### src/rtl/ols_pkg.sv
`timescale 1ns / 1ps
// Shared types and constants for the ordered list store.
// No dependencies; imported by ols_cell, ols_ctrl and ordered_list_store_top.
package ols_pkg;

    localparam int OLS_CAPACITY = 256;
    localparam int KIND_W       = 3;
    localparam int POS_W        = 9;
    localparam int DATA_W       = 32;

    typedef enum logic [KIND_W-1:0] {
        K_INSERT = 3'd0,
        K_DELETE = 3'd1,
        K_GET    = 3'd2,
        K_LOCATE = 3'd3,
        K_PRED   = 3'd4,
        K_SUCC   = 3'd5
    } kind_t;

    typedef enum logic [1:0] {
        ST_OK       = 2'd0,
        ST_BADPOS   = 2'd1,
        ST_NOTFOUND = 2'd2,
        ST_FULL     = 2'd3
    } status_t;

    typedef enum logic [2:0] {
        CELL_HOLD   = 3'd0,
        CELL_INSERT = 3'd1,
        CELL_DELETE = 3'd2,
        CELL_CLEAR  = 3'd3,
        CELL_SCAN   = 3'd4
    } cell_op_t;

    typedef struct packed {
        cell_op_t                  op;
        kind_t                     kind;
        logic [POS_W-1:0]          pos;
        logic signed [DATA_W-1:0]  value;
    } cell_ctrl_t;

endpackage

### src/rtl/ols_cell.sv
`timescale 1ns / 1ps
// One storage cell of the list chain: holds one word and one stage of the search result path.
// Depends on ols_pkg.
module ols_cell
    import ols_pkg::*;
#(
    parameter int CAPACITY = OLS_CAPACITY,
    parameter int INDEX    = 0,
    localparam int CNT_W   = $clog2(CAPACITY + 1)
) (
    input  logic                     clk,
    input  cell_ctrl_t               ctrl,
    input  logic [CNT_W-1:0]         count,
    input  logic signed [DATA_W-1:0] left_word,
    input  logic signed [DATA_W-1:0] right_word,
    input  logic                     right_found,
    input  logic signed [DATA_W-1:0] right_value,
    input  logic [CNT_W-1:0]         right_pos,
    output logic signed [DATA_W-1:0] word,
    output logic                     found,
    output logic signed [DATA_W-1:0] res_value,
    output logic [CNT_W-1:0]         res_pos
);

    localparam int IW = (CNT_W > POS_W) ? CNT_W : POS_W;
    localparam logic [IW-1:0] MY_IDX = IW'(INDEX);
    localparam logic [IW-1:0] MY_POS = IW'(INDEX + 1);
    localparam bit HAS_LEFT = (INDEX != 0);

    logic signed [DATA_W-1:0] word_reg, word_next;
    logic                     found_reg, found_next;
    logic signed [DATA_W-1:0] value_reg, value_next;
    logic [CNT_W-1:0]         pos_reg, pos_next;

    logic [IW-1:0]            n_ext;
    logic [IW-1:0]            p_ext;
    logic                     in_list;
    logic                     equal;
    logic                     hit;
    logic signed [DATA_W-1:0] hit_value;

    always_comb
    begin
        n_ext     = IW'(count);
        p_ext     = IW'(ctrl.pos);
        in_list   = MY_IDX < n_ext;
        equal     = word_reg == ctrl.value;
        hit       = 1'b0;
        hit_value = word_reg;
        case (ctrl.kind)
            K_DELETE, K_GET:
                hit = in_list && (MY_POS == p_ext);
            K_LOCATE:
                hit = in_list && equal;
            K_PRED:
            begin
                hit       = in_list && equal && HAS_LEFT;
                hit_value = left_word;
            end
            K_SUCC:
            begin
                hit       = equal && (MY_POS < n_ext);
                hit_value = right_word;
            end
            default:
                hit = 1'b0;
        endcase

        word_next  = word_reg;
        found_next = found_reg;
        value_next = value_reg;
        pos_next   = pos_reg;
        unique case (ctrl.op)
            CELL_HOLD:
                word_next = word_reg;
            CELL_INSERT:
            begin
                if (MY_POS == p_ext)
                    word_next = ctrl.value;
                else if (MY_POS > p_ext)
                    word_next = left_word;
            end
            CELL_DELETE:
            begin
                if (MY_POS >= p_ext)
                    word_next = right_word;
            end
            CELL_CLEAR:
                found_next = 1'b0;
            CELL_SCAN:
            begin
                if (hit)
                begin
                    found_next = 1'b1;
                    value_next = hit_value;
                    pos_next   = CNT_W'(INDEX + 1);
                end
                else
                begin
                    found_next = right_found;
                    value_next = right_value;
                    pos_next   = right_pos;
                end
            end
            default:
                word_next = word_reg;
        endcase
    end

    always_ff @(posedge clk)
    begin
        word_reg  <= word_next;
        found_reg <= found_next;
        value_reg <= value_next;
        pos_reg   <= pos_next;
    end

    assign word      = word_reg;
    assign found     = found_reg;
    assign res_value = value_reg;
    assign res_pos   = pos_reg;

endmodule

### config.mk
export PLATFORM = sky130hd
export DESIGN_NAME = ols_cell
export DESIGN_NICKNAME = d
export VERILOG_FILES = /design/src/rtl/ols_pkg.sv /design/src/rtl/ols_cell.sv
export SDC_FILE = /design/constraint.sdc
export NUM_CORES = 1
export LEC_CHECK = 0
export BUFFER_PORTS_ARGS = -buffer_cell sky130_fd_sc_hd__buf_2
export CORE_MARGIN = 3
export CORE_UTILIZATION = 45
export DETAILED_ROUTE_END_ITERATION = 8
export HOLD_SLACK_MARGIN = 0.05
export PLACE_DENSITY_LB_ADDON = 0.15
export SYNTH_ARGS = -nofsm -noshare
export SYNTH_HDL_FRONTEND = slang
export SYNTH_SLANG_ARGS = --single-unit
### constraint.sdc
create_clock -name clk -period 8.2 [get_ports clk]
set_clock_uncertainty 0.1 [all_clocks]
set_input_delay 2.46 -clock clk [delete_from_list [all_inputs] [get_ports clk]]
set_output_delay 2.46 -clock clk [all_outputs]
set_load 0.02 [all_outputs]
==> flow_summary.yaml <==
min_path:
  holdPathEnd: "res_value[29]$_DFFE_PP_"
  hp-start: "word[29]$_DFFE_PP_"
  hold_depth: 3
  hp-class: "reg -> reg"
sta:
  maxSlewViolCount: 0
  rsz0062_at_grt: "false"
  setup_ws_ps: 2728
  finalSetupViolCount: 0
  fmax_mhz: 182.8
  hold_violations: 0
  fin_crit_ps: 5472
  fin_setup_tns_ps: 0
  tightest_slew_ps: 1126
  fin_crit_sh_pct: 66.73
  relSlewSlack_pct: 24.93
critical_path:
  cpPeakStageDelay_ps: 720
  crit_fanout: 65
  critPathLaunchType: "primary input"
  cp_cell_sequence: "buf_2 > nand2b_2 > o21a_1 > o2111ai_1 > nor3_2 > nor2_4 > buf_4 > mux2_4"
  worst-path-buf-inv: 2
  end_kind: "register"
  rrSetupSlack_ps: 5190
  path_class: "in -> reg"
  critPathTopFamily: "simple AND/OR/NAND/NOR gates"
  crit_path_top_delay_cell: "nor2_4"
  cp_data_required_time_ps: 8180
  r2r_cells: 7
  rr_endpoint: "res_value[18]$_DFFE_PP_"
  r2r_start: "word[0]$_DFFE_PP_"
  arrival_ps: 5450
floorplanning:
  num_io_pins: 237
  die_area_um2: 11510
  core_um2: 9864
  die_x_um: 107.3
  num_rows: 36
  die_h_um: 107.3
  start_util_pct: 46.78
placed_design:
  io_buffers: 236
  dp_hpwl_um: 10410
  gp_congestion: 0.8236
  dp_slack_ps: 2290
synthesis:
  postSynthCellCount: 398
  ys_top_cells_by_count: "edfxtp_1 (74), nand2_1 (67), mux2i_1 (64)"
  avgSynthCellArea_um2: 11.59
  synth_ff_type: "edfxtp_1"
  synth-edff-count: 74
  yosys.area.top_type: "edfxtp_1"
  ys_ff_latch: 74
  synth_area_leaders: "edfxtp_1 (48%), mux2i_1 (14%), mux2_4 (10%)"
  synth_fp_nets: 561
  yosys_warnings: 0
  synth_cell_type_count: 33
  synth_area_um2: 4614
  synth_top_cell_area_share_pct: 48.16
  async_flop_share_pct: 0
  synth-seq-area-share_pct: 48.16
  yosys.cell_count.top_type: "edfxtp_1"
cells_and_area:
  syn_to_final_growth_pct: 31.26
  utilization_pct: 61.40
  diodes: 0
  drive_gt1_share_pct: 46.90
  nets: 790
cts:
  post_cts_buffers: 0
  cts_tree: "yes"
  cts_root_buf: "clkbuf_8"
  cts_resized: 0
  clk_latency_ps: 340
  htree_levels: 3
  postCtsHoldBufs: 0
  clk_pin_slew_ps: 70
  cts_buffer_depth: 2
  cts.sinks: 74
  numCtsBuffers: 9
global_route:
  grt_pass1_wl_um: 20110
  gr-total-overflow: 0
  grt_max_degree: 66
  antenna_found_initial: 1
  grt_util_all_layers_pct: 23.29
  grt_pass1_vias: 3855
detailed_routing:
  wl_um: 13540
  wl_per_cell_um: 17.77
  route.detailed.drc: 0
  drt_iter0_drc: 126
  num_vias: 3888
  firstDrtPassIters: 4
  antenna_left: 0
  vias_per_cell: 5.102
power:
  powerDensity_nw_per_um2: 133.3
  leakage_nw: 2.933
  max-vdd-ir-drop_uv: 53.76
run_status:
  status: "finished, final reports clean"
flow_run:
  drv_cap: 0
==> tightest hold or removal path, cell delays in order (launching register included) <==
cell and delay [ps]:
edfxtp_1 380, nand2_1 60, o21ai_0 70, mux2_4 140
==> logic make-up (layout without fill, tap and decap cells) <==
kind of cell | after synthesis | count (layout) | synth area share [%]
xor+xnor | 34 | 34 | 6.453
simple gates | 99 | 99 | 10.38
buf+inv | 25 | 256 | 2.630
mux | 96 | 96 | 24.29
flops | 74 | 74 | 48.16
compound gates | 70 | 70 | 8.080
==> cells in the final DEF (no fill, tap or decap), types with 8 or more instances in the layout <==
cell type	count
buf_2	236
nor4_1	9
mux2i_1	64
o21ai_0	41
mux2_4	32
clkbuf_8	9
edfxtp_1	74
xor2_1	30
and2_1	8
o21ai_1	23
nand2_1	67
==> metal layers <==
metal	share of wire (%)	up-vias	routed length (µm)	GRT usage (%)
met3	7.5	15	1012	4.499
li1	-	1911	-	-
met2	51	178	6859	40.13
met1	40	1782	5477	29.23
met5	0.10	-	14	0
met4	1.3	2	180	7.945
==> power breakdown <==
group          switching (mW)  total, mW  leakage, nW  internal, mW
combinational          0.0768      0.147         2.19        0.0700
sequential            0.00254      0.431        0.668         0.429
clock                   0.124      0.229       0.0722         0.105
==> cell type report <==
class	instances	area (µm²)
Clock buffer	12	135.1
Clock inverter	1	5.005
Fill cell	856	3807
Inverter	1	3.754
Multi-Input combinational cell	299	2298
Sequential cell	74	2222
Tap cell	133	166.4
Timing Repair Buffer	242	1226
==> how the worst max path moves through the flow <==
stage / from / to / slack (ps) / depth (start not counted)
2_1_floorplan: ctrl[44] / found$_DFFE_PP_ / 1810 / 2
3_3_place_gp: ctrl[42] / res_value[14]$_DFFE_PP_ / 2390 / 8
3_5_place_dp: ctrl[42] / res_value[18]$_DFFE_PP_ / 2290 / 8
4_1_cts: ctrl[42] / res_value[18]$_DFFE_PP_ / 2670 / 8
5_1_grt: ctrl[42] / res_value[18]$_DFFE_PP_ / 2480 / 8
6_report: ctrl[42] / res_value[18]$_DFFE_PP_ / 2730 / 8
==> stage by stage <==
stage / hold slack, ps / cell area [µm²] / cells / power, mW
after global placement: 611.7 / 5917 / 749 / 0.5831
after floorplan: 732.6 / 4614 / 398 / 0.5146
final: 639.7 / 6057 / 762 / 0.8072
after detailed placement: 624.2 / 5917 / 749 / 0.5874
after global routing: 692.6 / 6057 / 762 / 0.8427
after CTS: 639.9 / 6057 / 762 / 0.8149
Note: power is estimated with default switching activity, not from simulation.
