[config.mk]
export PLATFORM = sky130hd
export DESIGN_NAME = ols_ctrl
export DESIGN_NICKNAME = d
export VERILOG_FILES = /design/src/rtl/ols_pkg.sv /design/src/rtl/ols_ctrl.sv
export SDC_FILE = /design/constraint.sdc
export NUM_CORES = 1
export LEC_CHECK = 0
export BUFFER_PORTS_ARGS = -buffer_cell sky130_fd_sc_hd__buf_2
export CAP_MARGIN = 20
export CORE_MARGIN = 2
export CORE_UTILIZATION = 57
export DETAILED_ROUTE_END_ITERATION = 8
export HOLD_SLACK_MARGIN = 0.06
export PLACE_DENSITY_LB_ADDON = 0.2
export SETUP_SLACK_MARGIN = 0.05
export SYNTH_ARGS = -nofsm -noshare
export SYNTH_HDL_FRONTEND = slang
export SYNTH_SLANG_ARGS = --single-unit
[constraint.sdc]
create_clock -name clk -period 6.06 [get_ports clk]
set_clock_uncertainty 0.2 [all_clocks]
set_input_delay 0.909 -clock clk [delete_from_list [all_inputs] [get_ports clk]]
set_output_delay 0.909 -clock clk [all_outputs]
set_load 0.02 [all_outputs]
[src/rtl/ols_pkg.sv]
`timescale 1ns / 1ps
// Shared types and constants for the ordered list store.
// No dependencies; imported by ols_cell, ols_ctrl and ordered_list_store_top.
package ols_pkg;

    localparam int OLS_CAPACITY = 256;
    localparam int KIND_W       = 3;
    localparam int POS_W        = 9;
    localparam int DATA_W       = 32;

    typedef enum logic [KIND_W-1:0] {
        K_INSERT = 3'd0,
        K_DELETE = 3'd1,
        K_GET    = 3'd2,
        K_LOCATE = 3'd3,
        K_PRED   = 3'd4,
        K_SUCC   = 3'd5
    } kind_t;

    typedef enum logic [1:0] {
        ST_OK       = 2'd0,
        ST_BADPOS   = 2'd1,
        ST_NOTFOUND = 2'd2,
        ST_FULL     = 2'd3
    } status_t;

    typedef enum logic [2:0] {
        CELL_HOLD   = 3'd0,
        CELL_INSERT = 3'd1,
        CELL_DELETE = 3'd2,
        CELL_CLEAR  = 3'd3,
        CELL_SCAN   = 3'd4
    } cell_op_t;

    typedef struct packed {
        cell_op_t                  op;
        kind_t                     kind;
        logic [POS_W-1:0]          pos;
        logic signed [DATA_W-1:0]  value;
    } cell_ctrl_t;

endpackage

[src/rtl/ols_ctrl.sv]
`timescale 1ns / 1ps
// Sequencer of the ordered list store: handshakes, length count, cell commands, result register.
// Depends on ols_pkg.
module ols_ctrl
    import ols_pkg::*;
#(
    parameter int CAPACITY = OLS_CAPACITY,
    localparam int CNT_W   = $clog2(CAPACITY + 1)
) (
    input  logic                     clk,
    input  logic                     rst_n,
    input  logic                     in_valid,
    output logic                     in_stall,
    input  logic [KIND_W-1:0]        kind,
    input  logic [POS_W-1:0]         position,
    input  logic signed [DATA_W-1:0] value,
    output logic                     out_valid,
    input  logic                     out_stall,
    output logic [1:0]               status,
    output logic signed [DATA_W-1:0] result_value,
    output logic [POS_W-1:0]         found_position,
    output logic [POS_W-1:0]         list_length,
    output logic                     is_empty,
    output cell_ctrl_t               cell_ctrl,
    output logic [CNT_W-1:0]         count,
    input  logic                     res_found,
    input  logic signed [DATA_W-1:0] res_value,
    input  logic [CNT_W-1:0]         res_pos
);

    localparam int IW = (CNT_W > POS_W) ? CNT_W : POS_W;
    localparam int EW = IW + 1;

    typedef enum logic [1:0] {
        S_IDLE,
        S_START,
        S_SCAN,
        S_OUT
    } state_t;

    state_t                   state_reg, state_next;
    logic [CNT_W-1:0]         count_reg, count_next;
    logic [CNT_W-1:0]         scan_cnt_reg, scan_cnt_next;
    kind_t                    q_kind_reg, q_kind_next;
    logic [POS_W-1:0]         q_pos_reg, q_pos_next;
    logic signed [DATA_W-1:0] q_value_reg, q_value_next;
    status_t                  pend_status_reg, pend_status_next;
    logic signed [DATA_W-1:0] pend_value_reg, pend_value_next;
    logic [POS_W-1:0]         pend_fpos_reg, pend_fpos_next;
    logic                     out_valid_reg, out_valid_next;
    status_t                  status_reg, status_next;
    logic signed [DATA_W-1:0] result_value_reg, result_value_next;
    logic [POS_W-1:0]         found_position_reg, found_position_next;
    logic [POS_W-1:0]         list_length_reg, list_length_next;
    logic                     is_empty_reg, is_empty_next;

    logic [EW-1:0]            p_ext;
    logic [EW-1:0]            n_ext;
    logic                     pos_zero;

    always_comb
    begin
        p_ext    = EW'(q_pos_reg);
        n_ext    = EW'(count_reg);
        pos_zero = q_pos_reg == '0;

        cell_ctrl.op    = CELL_HOLD;
        cell_ctrl.kind  = q_kind_reg;
        cell_ctrl.pos   = q_pos_reg;
        cell_ctrl.value = q_value_reg;

        state_next          = state_reg;
        count_next          = count_reg;
        scan_cnt_next       = scan_cnt_reg;
        q_kind_next         = q_kind_reg;
        q_pos_next          = q_pos_reg;
        q_value_next        = q_value_reg;
        pend_status_next    = pend_status_reg;
        pend_value_next     = pend_value_reg;
        pend_fpos_next      = pend_fpos_reg;
        out_valid_next      = out_valid_reg;
        status_next         = status_reg;
        result_value_next   = result_value_reg;
        found_position_next = found_position_reg;
        list_length_next    = list_length_reg;
        is_empty_next       = is_empty_reg;

        if (out_valid_reg && !out_stall)
            out_valid_next = 1'b0;

        unique case (state_reg)
            S_IDLE:
            begin
                if (in_valid)
                begin
                    q_kind_next  = kind_t'(kind);
                    q_pos_next   = position;
                    q_value_next = value;
                    state_next   = S_START;
                end
            end
            S_START:
            begin
                pend_status_next = ST_OK;
                pend_value_next  = '0;
                pend_fpos_next   = '0;
                state_next       = S_OUT;
                case (q_kind_reg)
                    K_INSERT:
                    begin
                        if (pos_zero || (p_ext - EW'(1) > n_ext))
                            pend_status_next = ST_BADPOS;
                        else if (count_reg == CNT_W'(CAPACITY))
                            pend_status_next = ST_FULL;
                        else
                        begin
                            cell_ctrl.op = CELL_INSERT;
                            count_next   = count_reg + CNT_W'(1);
                        end
                    end
                    K_DELETE, K_GET:
                    begin
                        if (pos_zero || (p_ext > n_ext))
                            pend_status_next = ST_BADPOS;
                        else
                        begin
                            cell_ctrl.op  = CELL_CLEAR;
                            scan_cnt_next = '0;
                            state_next    = S_SCAN;
                        end
                    end
                    K_LOCATE, K_PRED, K_SUCC:
                    begin
                        cell_ctrl.op  = CELL_CLEAR;
                        scan_cnt_next = '0;
                        state_next    = S_SCAN;
                    end
                    default:
                        pend_status_next = ST_OK;
                endcase
            end
            S_SCAN:
            begin
                if (scan_cnt_reg == count_reg)
                begin
                    state_next = S_OUT;
                    if (res_found)
                    begin
                        pend_status_next = ST_OK;
                        if (q_kind_reg == K_LOCATE)
                            pend_fpos_next = POS_W'(res_pos);
                        else
                            pend_value_next = res_value;
                    end
                    else
                        pend_status_next = ST_NOTFOUND;
                    if (q_kind_reg == K_DELETE)
                    begin
                        cell_ctrl.op = CELL_DELETE;
                        count_next   = count_reg - CNT_W'(1);
                    end
                end
                else
                begin
                    cell_ctrl.op  = CELL_SCAN;
                    scan_cnt_next = scan_cnt_reg + CNT_W'(1);
                end
            end
            S_OUT:
            begin
                if (!out_valid_reg || !out_stall)
                begin
                    out_valid_next      = 1'b1;
                    status_next         = pend_status_reg;
                    result_value_next   = pend_value_reg;
                    found_position_next = pend_fpos_reg;
                    list_length_next    = POS_W'(count_reg);
                    is_empty_next       = count_reg == '0;
                    state_next          = S_IDLE;
                end
            end
            default:
                state_next = S_IDLE;
        endcase
    end

    always_ff @(posedge clk or negedge rst_n)
    begin
        if (!rst_n)
        begin
            state_reg          <= S_IDLE;
            count_reg          <= '0;
            scan_cnt_reg       <= '0;
            q_kind_reg         <= K_INSERT;
            q_pos_reg          <= '0;
            q_value_reg        <= '0;
            pend_status_reg    <= ST_OK;
            pend_value_reg     <= '0;
            pend_fpos_reg      <= '0;
            out_valid_reg      <= 1'b0;
            status_reg         <= ST_OK;
            result_value_reg   <= '0;
            found_position_reg <= '0;
            list_length_reg    <= '0;
            is_empty_reg       <= 1'b1;
        end
        else
        begin
            state_reg          <= state_next;
            count_reg          <= count_next;
            scan_cnt_reg       <= scan_cnt_next;
            q_kind_reg         <= q_kind_next;
            q_pos_reg          <= q_pos_next;
            q_value_reg        <= q_value_next;
            pend_status_reg    <= pend_status_next;
            pend_value_reg     <= pend_value_next;
            pend_fpos_reg      <= pend_fpos_next;
            out_valid_reg      <= out_valid_next;
            status_reg         <= status_next;
            result_value_reg   <= result_value_next;
            found_position_reg <= found_position_next;
            list_length_reg    <= list_length_next;
            is_empty_reg       <= is_empty_next;
        end
    end

    assign in_stall       = state_reg != S_IDLE;
    assign out_valid      = out_valid_reg;
    assign status         = status_reg;
    assign result_value   = result_value_reg;
    assign found_position = found_position_reg;
    assign list_length    = list_length_reg;
    assign is_empty       = is_empty_reg;
    assign count          = count_reg;

    a_count_bound: assert property (@(posedge clk) disable iff (!rst_n)
        count_reg <= CNT_W'(CAPACITY))
        else $error("list length beyond capacity");

    a_scan_bound: assert property (@(posedge clk) disable iff (!rst_n)
        state_reg == S_SCAN |-> scan_cnt_reg <= count_reg)
        else $error("scan ran past the list end");

    a_count_change: assert property (@(posedge clk) disable iff (!rst_n)
        !$stable(count_reg) |-> ($past(state_reg) == S_START || $past(state_reg) == S_SCAN))
        else $error("list length changed outside an update");

    a_out_rise: assert property (@(posedge clk) disable iff (!rst_n)
        $rose(out_valid_reg) |-> $past(state_reg) == S_OUT)
        else $error("result raised without a finished transaction");

endmodule

==> metrics.cfg <==
[min_path]
worstHoldPathType = reg2reg

[timing]
relSlewSlack_pct = 19.6
fmax_ghz = 0.212
finalHoldViolations = 0
period_share_pct = 77.7
rsz0062_at_grt = false
slew_violations = 0
period_minus_slack_ns = 4.71
timing.hold.ws_ns = 0.292
finalSetupTns_ns = 0
setup_viol = 0
worst_slew_pin_slew_ns = 1.21

[run]
maxCapViolations = 0

[clock_network]
clkSlewWorstSetupHoldPaths_ns = 0.06
clk_path_buf_depth = 2
htreeDepth = 4
clock_sinks = 161
clockRootBuffer = clkbuf_16
cts_buffers = 17
postCtsSetupRepairBufs = 0
cts_tree = yes
clkLatencyLatePin_ns = 0.42
ctsResizeCount = 0
hold_buffers = 0

[pwr]
total_power_uw = 4780
sw_frac_of_total_pct = 40.3
seq_power_share_pct = 33.5
ir_drop_mv = 0.360
internal_power_uw = 2850
power_density_nw_per_um2 = 515
power_frac_clock_pct = 22.3
switchingPower_uw = 1920
power_frac_comb_pct = 44.2
leakage_uw = 0.00469

[logic_synthesis]
ys_top_cells_by_area = dfrtp_1 (53%), mux2_2 (15%), ha_1 (5.5%)
ys.flop_type = dfrtp_1
yosys.area.top_type = dfrtp_1
ys_ff_latch = 161
ys_seq_area_share_pct = 53.8
ys_async_sr_fraction_pct = 100
syn_inst = 659
yosys.cell_types.count = 48
syn_area_sq_um = 7480
synth_top_area_share_pct = 53.5
synth-edff-count = 0
avgSynthCellArea_sq_um = 11.4
syn_nets = 783
ys_warn_count = 0

[global_route]
antenna_found_initial = 1
grt_pass1_vias = 5978
grt_max_degree = 98
grt_pass1_wl_um = 29400
grt_overflow = 0
track_usage_pct = 26.3

[critical_path]
slowest_delay_ns = 0.66
setup.worst_path.class = reg2out
cp_slowest_cell = nor4_1
worstSetupStartpointType = flip-flop
crit_family = simple AND/OR/NAND/NOR gates
arrival_ns = 3.60
path_max_fanout = 6
cp_cell_sequence = nor4_1, nand2b_1, nor3_1, xor2_1, ha_1, a21o_1, a21oi_1, o2111ai_1, nand2_1, nand3_1, nor2_1, o21a_1, buf_2
cp.required_ns = 4.95
endpoint_kind = output pin
critical_path_buf_inv_count = 1

[floorplan]
dieArea_sq_um = 14100
die_x_um = 119
start_util_pct = 58.8
core_area_sq_um = 12700
rows = 41
io_pins = 201
die_h_um = 119

[routing]
wl_per_cell_um = 17.0
firstDrtPassIters = 4
routed-via-count = 5686
routed_wl_um = 17800
post-route-drc-count = 0
vias_per_cell = 5.46
ant_nets = 0
drtIter0Drc = 406

[layout]
area_growth_pct = 23.9
num-nets-final = 981
utilization_pct = 72.9
final_common_cell = buf_2
drive_gt1_share_pct = 39.2
final_cell_mix = buf_2 (199), dfrtp_1 (160), nand2_1 (104)

[outcome]
status = finished clean

[placed_design]
dp_hpwl_um = 12700
gp_congestion = 0.854
io_buffers = 200

-- logic make-up (layout without fill, tap and decap cells) --
family	after synthesis	in the layout	share of synthesized area [%]
simple gates	187	187	11.4
flops	161	161	53.8
mux	107	107	16.0
compound gates	91	91	7.04
buf+inv	49	259	2.51
fa+ha+maj	34	34	5.78
xor+xnor	30	30	3.51
other cells	0	1	0
-- path summary, 6_finish.rpt --
| path | from | to | slack, ns | cells after the start |
|---|---|---|---|---|
| worst max-delay path | q_pos_reg[3] | cell_ctrl[44] | 1.35 | 13 |
| worst min-delay path | is_empty | is_empty | 0.29 | 2 |
| worst max register to register | q_pos_reg[3] | count[7] | 1.79 | 12 |
| worst min register to register | is_empty | is_empty | 0.29 | 2 |
| max in group asynchronous | rst_n | result_value[9] | 3.98 | 2 |
| min in group asynchronous | rst_n | list_length[5] | 0.38 | 1 |
-- metrics by stage --
step	area [sq um]	instances	setup WS (ns)
final	9280	1042	1.35
after global routing	9270	1041	1.09
after CTS	9250	1039	1.45
after detailed placement	8650	1008	1.92
after global placement	8650	1008	2.06
after floorplan	7480	659	2.30
-- synthesized netlist by cell type (all sizes together) (9+ instances only) --
cell type and instances:
dfrtp 160, ha 33, inv 22, a21oi 16, nand3 15, nand2 105, clkbuf 21, mux2 99
nor2 27, xor2 17, o21ai 52, xnor2 13, nor3 9
-- cell type report --
cell class	instances	area, sq um
repair buffers	206	1060
flip-flops and latches	161	4030
clock inverters	8	101
fillers	937	3450
multi-input cells	449	3280
inverters	22	82.6
diodes	1	2.50
clock buffers	23	498
well taps	172	215
-- power by group through the flow --
stage / Sequential (uW) / Combinational [uW] / Clock, uW
detailed placement: 1610 / 2110 / 0
finish: 1600 / 2110 / 1060
floorplan: 1810 / 1230 / 0
CTS: 1590 / 2120 / 1090
global route: 1630 / 2330 / 1140
global placement: 1590 / 2010 / 0
-- layer usage --
metal  GRT usage (%)  vias to the layer above  routed length [um]
met5               0                        -                   0
li1                -                     2675                   -
met1            31.7                     2767                7120
met4            9.30                        0                 359
met3            9.03                       30                1430
met2            43.8                      214                8840
-- worst min-delay path, stage by stage, from the launching register on --
cell	delay (ns)
dfstp_2	0.37
inv_1	0.04
o22ai_1	0.07
Note: power is estimated with default switching activity, not from simulation.
